==> src/sv/nspm_pkg.sv <==
`timescale 1ns / 1ps

package nspm_pkg;

    // Largest supported source side and target side.
    localparam int MAX_SOURCE_SIDE = 128;
    localparam int MAX_TARGET_SIDE = 128;

    // Field and register widths.
    localparam int COORD_W = 7;
    localparam int SIZE_W  = 8;
    localparam int WORD_W  = 32;
    localparam int CHAN_W  = 8;

    // Source coordinates and store address.
    localparam int SRC_IDX_W   = $clog2(MAX_SOURCE_SIDE);
    localparam int ADDR_W      = 2 * SRC_IDX_W;
    localparam int STORE_DEPTH = MAX_SOURCE_SIDE * MAX_SOURCE_SIDE;

    // For a fetch inside the target, coordinate * size / target stays below the source size.
    localparam int QW        = SRC_IDX_W;
    localparam int REM_W     = SIZE_W;
    localparam int PROD_W    = QW + REM_W;
    localparam int DIV_STEPS = QW;

    // Queue between the front and back parts.
    localparam int QUEUE_DEPTH = 4;
    localparam int QPTR_W      = $clog2(QUEUE_DEPTH);
    localparam int QCNT_W      = $clog2(QUEUE_DEPTH + 1);

    // Operation codes on the input tuser.
    localparam logic OP_WRITE = 1'b0;
    localparam logic OP_FETCH = 1'b1;

    // Configuration register indexes.
    localparam logic [1:0] CFG_SOURCE_WIDTH  = 2'd0;
    localparam logic [1:0] CFG_SOURCE_HEIGHT = 2'd1;
    localparam logic [1:0] CFG_TARGET_SIDE   = 2'd2;

    typedef enum logic [1:0] {
        KIND_WRITE,
        KIND_FETCH,
        KIND_MISS
    } t_kind;

    // Effective sizes, already saturated to their legal ranges.
    typedef struct packed {
        logic [SIZE_W-1:0] src_w;
        logic [SIZE_W-1:0] src_h;
        logic [SIZE_W-1:0] target;
    } t_cfg;

    // One queued command from the front part.
    typedef struct packed {
        t_kind             kind;
        logic [ADDR_W-1:0] addr;
        logic [WORD_W-1:0] word;
        logic [PROD_W-1:0] nx;
        logic [PROD_W-1:0] ny;
    } t_cmd;

    // One lane of the restoring divider: partial remainder and dividend/quotient bits.
    typedef struct packed {
        logic [REM_W-1:0] rem;
        logic [QW-1:0]    work;
    } t_lane;

    typedef struct packed {
        logic              valid;
        t_kind             kind;
        logic [ADDR_W-1:0] addr;
        logic [WORD_W-1:0] word;
        t_lane             lx;
        t_lane             ly;
    } t_div_stage;

endpackage

==> src/sv/nspm_front.sv <==
`timescale 1ns / 1ps

module nspm_front (
    input  nspm_pkg::t_cfg                 i_cfg,
    input  logic                           i_valid,
    input  logic                           i_op,
    input  logic [nspm_pkg::COORD_W-1:0]   i_column,
    input  logic [nspm_pkg::COORD_W-1:0]   i_row,
    input  logic [nspm_pkg::WORD_W-1:0]    i_word,
    input  logic                           i_full,
    output logic                           o_ready,
    output logic                           o_push,
    output nspm_pkg::t_cmd                 o_cmd
);
    import nspm_pkg::*;

    logic accept;
    logic src_hit;
    logic tgt_hit;

    assign o_ready = !i_full;
    assign accept  = i_valid && !i_full;

    assign src_hit = (SIZE_W'(i_column) < i_cfg.src_w) && (SIZE_W'(i_row) < i_cfg.src_h);
    // A target side of zero makes both compares fail, so every fetch misses.
    assign tgt_hit = (SIZE_W'(i_column) < i_cfg.target) && (SIZE_W'(i_row) < i_cfg.target);

    // Writes outside the source image are dropped here and never queued.
    assign o_push = accept && ((i_op == OP_FETCH) || src_hit);

    always_comb begin
        o_cmd.addr = {i_row[SRC_IDX_W-1:0], i_column[SRC_IDX_W-1:0]};
        o_cmd.word = i_word;
        o_cmd.nx   = PROD_W'(i_column) * PROD_W'(i_cfg.src_w);
        o_cmd.ny   = PROD_W'(i_row) * PROD_W'(i_cfg.src_h);
        if (i_op == OP_WRITE) begin
            o_cmd.kind = KIND_WRITE;
        end else if (tgt_hit) begin
            o_cmd.kind = KIND_FETCH;
        end else begin
            o_cmd.kind = KIND_MISS;
        end
    end

endmodule

==> config.mk <==
export PLATFORM = sky130hd
export DESIGN_NAME = nspm_front
export DESIGN_NICKNAME = d
export VERILOG_FILES = /design/src/sv/nspm_pkg.sv /design/src/sv/nspm_front.sv
export SDC_FILE = /design/constraint.sdc
export NUM_CORES = 1
export LEC_CHECK = 0
export BUFFER_PORTS_ARGS = -buffer_cell sky130_fd_sc_hd__buf_2
export CORE_ASPECT_RATIO = 2
export CORE_MARGIN = 2
export CORE_UTILIZATION = 45
export DETAILED_ROUTE_END_ITERATION = 8
export GPL_TIMING_DRIVEN = 0
export PLACE_DENSITY = 0.68
export RECOVER_POWER = 50
export SLEW_MARGIN = 0
export SYNTH_ARGS = -nofsm -noshare
export SYNTH_HDL_FRONTEND = slang
export SYNTH_SLANG_ARGS = --single-unit
==> constraint.sdc <==
create_clock -name vclk -period 5
set_input_delay 0.5 -clock vclk [all_inputs]
set_output_delay 0.5 -clock vclk [all_outputs]
set_load 0.01 [all_outputs]
==> results.toml <==
[power]
p_comb_share_pct = 100.0
p_leak_nw = 3.09
switching_share_pct = 56.3
ir_worst_vdd_mv = 0.263
power_frac_clock_pct = 0
power_density_nw_per_um2 = 279
p_sw_uw = 880
power_frac_seq_pct = 0
internal_power_uw = 682
p_total_mw = 1.56

[outcome]
outcome = "completed"

[route]
firstDrtPassIters = 4
drt-initial-drc-count = 97
wl_per_cell_um = 15.0
routed_via_density = 5.31
postRouteAntennaNets = 0
drc_errors = 0
drt-total-wl_um = 12100
vias = 4282

[synth]
synthesis.area_sq_um = 4750
netlist.area_leader.share_pct = 26.9
synthCells = 548
netlist_top_cells_area = "ha_1 (27%), fa_1 (24%), and2_1 (10%)"
yosysSeqAreaShare_pct = 0
syn_area_per_cell_sq_um = 8.66
synth.distinct_cells = 47
syn_nets = 781
netlist.top_cell.by_area = "ha_1"
synth_warnings = 0

[final_layout]
seq_cell_count = 0
final_nets = 905
syn2layout_area_growth_pct = 18.1
antenna_cells = 0
fill_cells = 1008
regArea_sq_um = 0
fin_util_pct = 53.9
drive_gt1_share_pct = 26.0
final_cell_mix = "ha_1 (98), buf_2 (83), and2_1 (75), inv_1 (67), fa_1 (58)"
layout_commonest_cell = "ha_1"
stdcell_area_sq_um = 5610
stdcell_count = 807
clock_buffers = 0

[grt]
grt_overflow = 0
grt_pass1_vias = 4558
grt_pass1_wl_um = 20200
antenna_found_initial = 0
grt_max_degree = 12
grt_usage_pct = 21.1

[timing]
post-route-min-period_ns = 4.92
fmax_mhz = 203
rsz0062_at_grt = "yes"
hold_violations = 0
worst_pin_slew_ns = 0.387
slew_headroom_pct = 73.9
tns_ns = 0
fin_crit_sh_pct = 98.5
drv_slew = 0
setup_viol = 0

[worst_setup_path]
start_kind = "input pin"
critPathCaptureType = "output port"
cp_slowest_cell = "fa_1"
required_ns = 4.50
worstPathMaxFanout = 8
worstPathCellList = "buf_2, ha_2, fa_1, inv_1, fa_1, inv_1, fa_1, inv_1, fa_1, inv_1, ha_4, a21oi_2, a21boi_2, o41ai_2, xnor2_1, buf_2"
path_class = "in -> out"
cp_data_arrival_time_ns = 4.42
cpPeakStageDelay_ns = 0.54

[flow_run]
cap_violations = 0

[die]
die-width_um = 76.6
io_pins = 153
core_sq_um = 10400
rows = 53
die_h_um = 149
initial_core_util_pct = 45.6
die_area_sq_um = 11400

[worst_hold_path]
hold_path.class = "in -> out"

[placement]
place_area_sq_um = 5520
numPlacedInstances = 806
dp_hpwl_um = 10600
place_congestion = 0.879
io_buffers = 121

[clocking]
cts_hold_buf = 0
## critical path, delay by kind of cell
kind,cells,cell delay (ns)
buffers and inverters,6,0.53
XOR/XNOR,1,0.17
adder cells (fa/ha/maj),6,2.52
AO/OA/AOI/OAI,3,0.69
## power groups by stage
stage	clock, mW	sequential, mW	combinational (mW)
after floorplan	0	0	1.06
after CTS	0	0	1.53
after global placement	0	0	1.44
after detailed placement	0	0	1.48
final	0	0	1.56
after global routing	0	0	1.77
## layer usage
metal	wire, um	global-route usage, %
met1	4110	21.4
met2	7270	45.1
met3	364	0.969
met4	342	5.82
met5	0	0
## path summary, 6_finish.rpt
| kind | startpoint | end | slack [ns] | cells after the start |
|---|---|---|---|---|
| min | i_word[11] | o_cmd[41] | 1.21 | 2 |
| max | i_cfg[11] | o_cmd[13] | 0.08 | 16 |
## final cells by class
type                       instances  area, sq um  area share [%]
buffer                            49          360            6.43
multi-input combinational        429         4220            75.3
timing repair buffer             122          593            10.6
inverter                          70          263            4.69
tap                              137          171            3.06
## kinds of logic after synthesis
| group | share of synthesized area [%] |
|---|---|
| AND/OR/NAND/NOR | 19.1 |
| adder cells (fa/ha/maj) | 51.3 |
| buffers and inverters | 13.1 |
| AO/OA/AOI/OAI | 14.2 |
| XOR/XNOR | 2.21 |
## cells in the mapped netlist, types with 3 or more instances
cell      instances
inv_1            69
nand4_1           4
fa_1             58
xor2_1            5
nand2b_1          6
a21o_1           15
ha_1            102
nor2_1           18
a31oi_1           3
o21ai_0          15
nand3_1           4
o21ai_1           6
a211oi_2          4
and2_2            5
nand2_1          35
nor3_1            7
xnor2_1           7
a211oi_1          7
a21oi_1          17
and2_1           76
buf_4            46
## what timing repair did
action | 4_1_cts | 5_1_grt
cloned | 0 | 0
endpoints found under the setup margin | 5 | 11
resized for setup | 10 | 22
pin swaps | 4 | 10
setup buffers | 1 | 0
## stage by stage
step	hold slack, ns	setup slack (ns)
floorplan	1.04	0.419
global placement	1.18	-0.0539
global route	1.22	-0.0271
CTS	1.19	0.0231
finish	1.21	0.0758
detailed placement	1.19	-0.121
Power figures use the tool's default switching activity.
