==> src/sv/nspm_pkg.sv <==
`timescale 1ns / 1ps

package nspm_pkg;

    // Largest supported source side and target side.
    localparam int MAX_SOURCE_SIDE = 128;
    localparam int MAX_TARGET_SIDE = 128;

    // Field and register widths.
    localparam int COORD_W = 7;
    localparam int SIZE_W  = 8;
    localparam int WORD_W  = 32;
    localparam int CHAN_W  = 8;

    // Source coordinates and store address.
    localparam int SRC_IDX_W   = $clog2(MAX_SOURCE_SIDE);
    localparam int ADDR_W      = 2 * SRC_IDX_W;
    localparam int STORE_DEPTH = MAX_SOURCE_SIDE * MAX_SOURCE_SIDE;

    // For a fetch inside the target, coordinate * size / target stays below the source size.
    localparam int QW        = SRC_IDX_W;
    localparam int REM_W     = SIZE_W;
    localparam int PROD_W    = QW + REM_W;
    localparam int DIV_STEPS = QW;

    // Queue between the front and back parts.
    localparam int QUEUE_DEPTH = 4;
    localparam int QPTR_W      = $clog2(QUEUE_DEPTH);
    localparam int QCNT_W      = $clog2(QUEUE_DEPTH + 1);

    // Operation codes on the input tuser.
    localparam logic OP_WRITE = 1'b0;
    localparam logic OP_FETCH = 1'b1;

    // Configuration register indexes.
    localparam logic [1:0] CFG_SOURCE_WIDTH  = 2'd0;
    localparam logic [1:0] CFG_SOURCE_HEIGHT = 2'd1;
    localparam logic [1:0] CFG_TARGET_SIDE   = 2'd2;

    typedef enum logic [1:0] {
        KIND_WRITE,
        KIND_FETCH,
        KIND_MISS
    } t_kind;

    // Effective sizes, already saturated to their legal ranges.
    typedef struct packed {
        logic [SIZE_W-1:0] src_w;
        logic [SIZE_W-1:0] src_h;
        logic [SIZE_W-1:0] target;
    } t_cfg;

    // One queued command from the front part.
    typedef struct packed {
        t_kind             kind;
        logic [ADDR_W-1:0] addr;
        logic [WORD_W-1:0] word;
        logic [PROD_W-1:0] nx;
        logic [PROD_W-1:0] ny;
    } t_cmd;

    // One lane of the restoring divider: partial remainder and dividend/quotient bits.
    typedef struct packed {
        logic [REM_W-1:0] rem;
        logic [QW-1:0]    work;
    } t_lane;

    typedef struct packed {
        logic              valid;
        t_kind             kind;
        logic [ADDR_W-1:0] addr;
        logic [WORD_W-1:0] word;
        t_lane             lx;
        t_lane             ly;
    } t_div_stage;

endpackage

==> src/sv/nspm_queue.sv <==
`timescale 1ns / 1ps

module nspm_queue (
    input  logic           i_clk,
    input  logic           i_rst_n,
    input  logic           i_push,
    input  nspm_pkg::t_cmd i_cmd,
    input  logic           i_pop,
    output nspm_pkg::t_cmd o_head,
    output logic           o_empty,
    output logic           o_full
);
    import nspm_pkg::*;

    t_cmd              r_slot [QUEUE_DEPTH];
    logic [QPTR_W-1:0] r_wr_ptr;
    logic [QPTR_W-1:0] r_rd_ptr;
    logic [QCNT_W-1:0] r_count;
    logic [QCNT_W-1:0] n_count;

    assign o_head  = r_slot[r_rd_ptr];
    assign o_empty = (r_count == '0);
    assign o_full  = (r_count == QCNT_W'(QUEUE_DEPTH));

    always_comb begin
        n_count = r_count;
        if (i_push && !i_pop) begin
            n_count = r_count + 1'b1;
        end else if (!i_push && i_pop) begin
            n_count = r_count - 1'b1;
        end
    end

    always_ff @(posedge i_clk) begin
        if (!i_rst_n) begin
            r_wr_ptr <= '0;
            r_rd_ptr <= '0;
            r_count  <= '0;
        end else begin
            if (i_push) begin
                r_wr_ptr <= r_wr_ptr + 1'b1;
            end
            if (i_pop) begin
                r_rd_ptr <= r_rd_ptr + 1'b1;
            end
            r_count <= n_count;
        end
    end

    always_ff @(posedge i_clk) begin
        if (i_push) begin
            r_slot[r_wr_ptr] <= i_cmd;
        end
    end

`ifndef SYNTHESIS
    a_no_push_full: assert property (@(posedge i_clk) disable iff (!i_rst_n)
        o_full && !i_pop |=> r_wr_ptr == $past(r_wr_ptr))
        else $error("queue overwritten while full");
    a_no_pop_empty: assert property (@(posedge i_clk) disable iff (!i_rst_n)
        i_pop |-> !o_empty)
        else $error("queue popped while empty");
    a_count_bound: assert property (@(posedge i_clk) disable iff (!i_rst_n)
        r_count <= QCNT_W'(QUEUE_DEPTH))
        else $error("queue count beyond its depth");
`endif

endmodule

==> config.mk <==
export PLATFORM = sky130hd
export DESIGN_NAME = nspm_queue
export DESIGN_NICKNAME = d
export VERILOG_FILES = /design/src/sv/nspm_pkg.sv /design/src/sv/nspm_queue.sv
export SDC_FILE = /design/constraint.sdc
export NUM_CORES = 1
export LEC_CHECK = 0
export ABC_AREA = 1
export BUFFER_PORTS_ARGS = -buffer_cell sky130_fd_sc_hd__clkbuf_2
export CORE_MARGIN = 3
export CORE_UTILIZATION = 40
export CTS_CLUSTER_SIZE = 30
export DETAILED_ROUTE_END_ITERATION = 12
export SLEW_MARGIN = 5
export SYNTH_ARGS = -nofsm -noshare
export SYNTH_HDL_FRONTEND = slang
export SYNTH_SLANG_ARGS = --single-unit
==> constraint.sdc <==
create_clock -name i_clk -period 3.4 [get_ports i_clk]
set_input_delay 0.68 -clock i_clk [delete_from_list [all_inputs] [get_ports i_clk]]
set_output_delay 0.68 -clock i_clk [all_outputs]
set_load 0.005 [all_outputs]
==> flow_summary.ini <==
[logic_synthesis]
syn-mean-instance-area_um2 = 14.79
syn_area_mm2 = 0.01201
synth_top_family_by_area = compound AO/OA/AOI/OAI gates
synth-seq-cells = 321
synth-xor-area-share = 0
yosysSeqAreaShare = 0.7952
synth-simple-area-share = 0.05491
synth_warnings = 0
synth_cells = 812
ys_types = 21
synth_compound_area_frac = 0.1098
syn_nets = 900
synth.area.mux_share = 0
synthAdderAreaFrac = 0.006876

[global_routing]
grt_pass1_vias = 7032
grt_usage = 0.1608
grt_max_degree = 84
grt_antenna_before_repair = 2
grt_pass1_wl_mm = 39.66
grt_overflow = 0

[pwr]
power.switching_mw = 1.923
ir_drop_mv = 0.3501
switching_share = 0.2199
p_leak_nw = 5.010
p_int_mw = 6.819
power_mw = 8.742
pwr-share-clk = 0.393
comb_power_share = 0.085
power_density_mw_per_mm2 = 614.8
seqPwrFrac = 0.522

[clock_tree]
cts_buffers = 34
hold_buffers = 0
clk_pin_slew_ns = 0.06
cts_resized = 0
cts_root_buf = clkbuf_16
worstSkewPairLatency_ns = 0.49
tritoncts = built
cts.path.max_buffers = 3
htree_levels = 2
cts_sinks = 321
post_cts_buffers = 0

[setup_path]
crit_family = buffers and inverters
arrival_ns = 2.26
cp-start-kind = flop
critPathKind = reg -> out
critPathRequiredTime_ns = 2.72
cpPeakStageDelay_ns = 0.65
worstSetupEndpointType = output port
crit_buf_inv = 2
cp_cell_sequence = buf_4, o21ai_0, o22ai_1, clkbuf_2
crit_fanout = 78
cpMaxStageDelayCell = buf_4

[placed_design]
port_buffers = 161
gp_congestion = 0.7197
dp_slack_ns = 0.9936
placedCellCount = 1323
place_area_mm2 = 0.01317
hpwl_mm = 15.24

[drt]
wl_per_cell_um = 18.79
dr_total_vias = 7056
routed_wl_mm = 25.97
via_per_inst = 5.106
drc = 0
drtIter0Drc = 498
drt-pass1-iter-count = 5
ant_nets = 0

[run]
maxCapViolations = 0

[cells_and_area]
layout_common_cells = edfxtp_1 (312), nor2_1 (161), clkbuf_2 (161), o21ai_0 (97), o22ai_1 (78)
areaGrowthSynthToFinish_pct = 18.40
design_area_mm2 = 0.01422
fin_cells = 1382
final_common_cell = edfxtp_1
antenna_cells = 0
utilization = 0.4875
drive_above_1_share = 0.2295
final_nets = 1063
fill_cells = 2549

[timing]
max_freq_mhz = 340.5
worst_pin_slew_ns = 0.8522
maxSlewHeadroom = 0.4319
tns_ns = 0
finalMaxSlewViolations = 0
whs_ns = 0.4031
rsz0062_at_grt = no
fin_worst_skew_ns = 0.01668
finalCritPeriodShare = 0.8637
layout_setup_ws_ns = 0.4634
setup_viol = 0
hold_viol = 0
timing.final.crit_period_ns = 2.937

[floorplan]
start_util = 0.4117
coreArea_mm2 = 0.02917
ios = 162
die_y_um = 179.3
design.die.area_mm2 = 0.03214
fp-row-count = 62
die_w_um = 179.3

[outcome]
status = finished clean

[hold_path]
min_path_type = in -> reg
[cell usage after synthesis]
| master | number | area share |
|---|---|---|
| nand3_1 | 1 | 0.00042 |
| o21ai_1 | 65 | 0.027 |
| dfxtp_1 | 9 | 0.015 |
| nor3_1 | 2 | 0.00083 |
| o21ai_0 | 97 | 0.040 |
| nand4_1 | 1 | 0.00052 |
| a21oi_1 | 4 | 0.0017 |
| inv_4 | 1 | 0.00052 |
| fa_1 | 1 | 0.0017 |
| ha_1 | 5 | 0.0052 |
| nor2_1 | 161 | 0.050 |
| inv_2 | 1 | 0.00031 |
| clkbuf_2 | 5 | 0.0021 |
| o22ai_1 | 78 | 0.041 |
| inv_1 | 15 | 0.0047 |
| nand2_1 | 9 | 0.0028 |
| buf_6 | 14 | 0.013 |
| buf_4 | 5 | 0.0031 |
| clkbuf_1 | 14 | 0.0044 |
| buf_2 | 12 | 0.0050 |
| edfxtp_1 | 312 | 0.78 |
[logic make-up (layout without fill, tap and decap cells)]
family | Yosys count | after routing
AO/OA/AOI/OAI | 244 | 244
adder cells (fa/ha/maj) | 6 | 6
buffers and inverters | 67 | 253
flip-flops | 321 | 321
AND/OR/NAND/NOR | 174 | 174
[power groups by stage]
stage | logic, mW | registers, mW | clock network, mW
floorplan | 0.402 | 4.65 | 0
global placement | 0.752 | 4.65 | 0
finish | 0.740 | 4.57 | 3.44
global route | 0.835 | 4.58 | 3.67
CTS | 0.759 | 4.57 | 3.50
detailed placement | 0.757 | 4.65 | 0
[sequential cells by signal, summed over array words and instances, names as in the netlist, named ones only]
signal / cells
r_rd_ptr: 2
r_wr_ptr: 2
r_slot: 312
r_count: 3
[cell type report]
class	instances	area, µm²	share of cell area
clock buffer	41	940.9	0.06617
clock inverter	18	110.1	0.007744
inverter	17	71.32	0.005016
multi-input combinational	424	2061	0.1449
sequential	321	9554	0.6719
tap	384	480.5	0.03379
timing repair buffer	177	1001	0.07040
[worst paths after layout]
kind	slack (ns)	startpoint	to	cells after the start
worst max-delay path	0.46	flop	o_head[8]	4
worst min-delay path	0.40	i_cmd[18]	r_slot[0][18]	1
worst max register to register	1.43	r_wr_ptr[0]	r_slot[0][24]	5
worst min register to register	0.44	r_rd_ptr[1]	flop	1
[routing by layer]
metal | track usage | up-vias | share of wire
li1 | - | 3382 | -
met1 | 0.2244 | 3415 | 0.45
met3 | 0.03833 | 30 | 0.068
met5 | 0 | - | 0.0012
met4 | 0.04091 | 4 | 0.016
met2 | 0.2557 | 225 | 0.47
(Power assumes the default switching activity.)
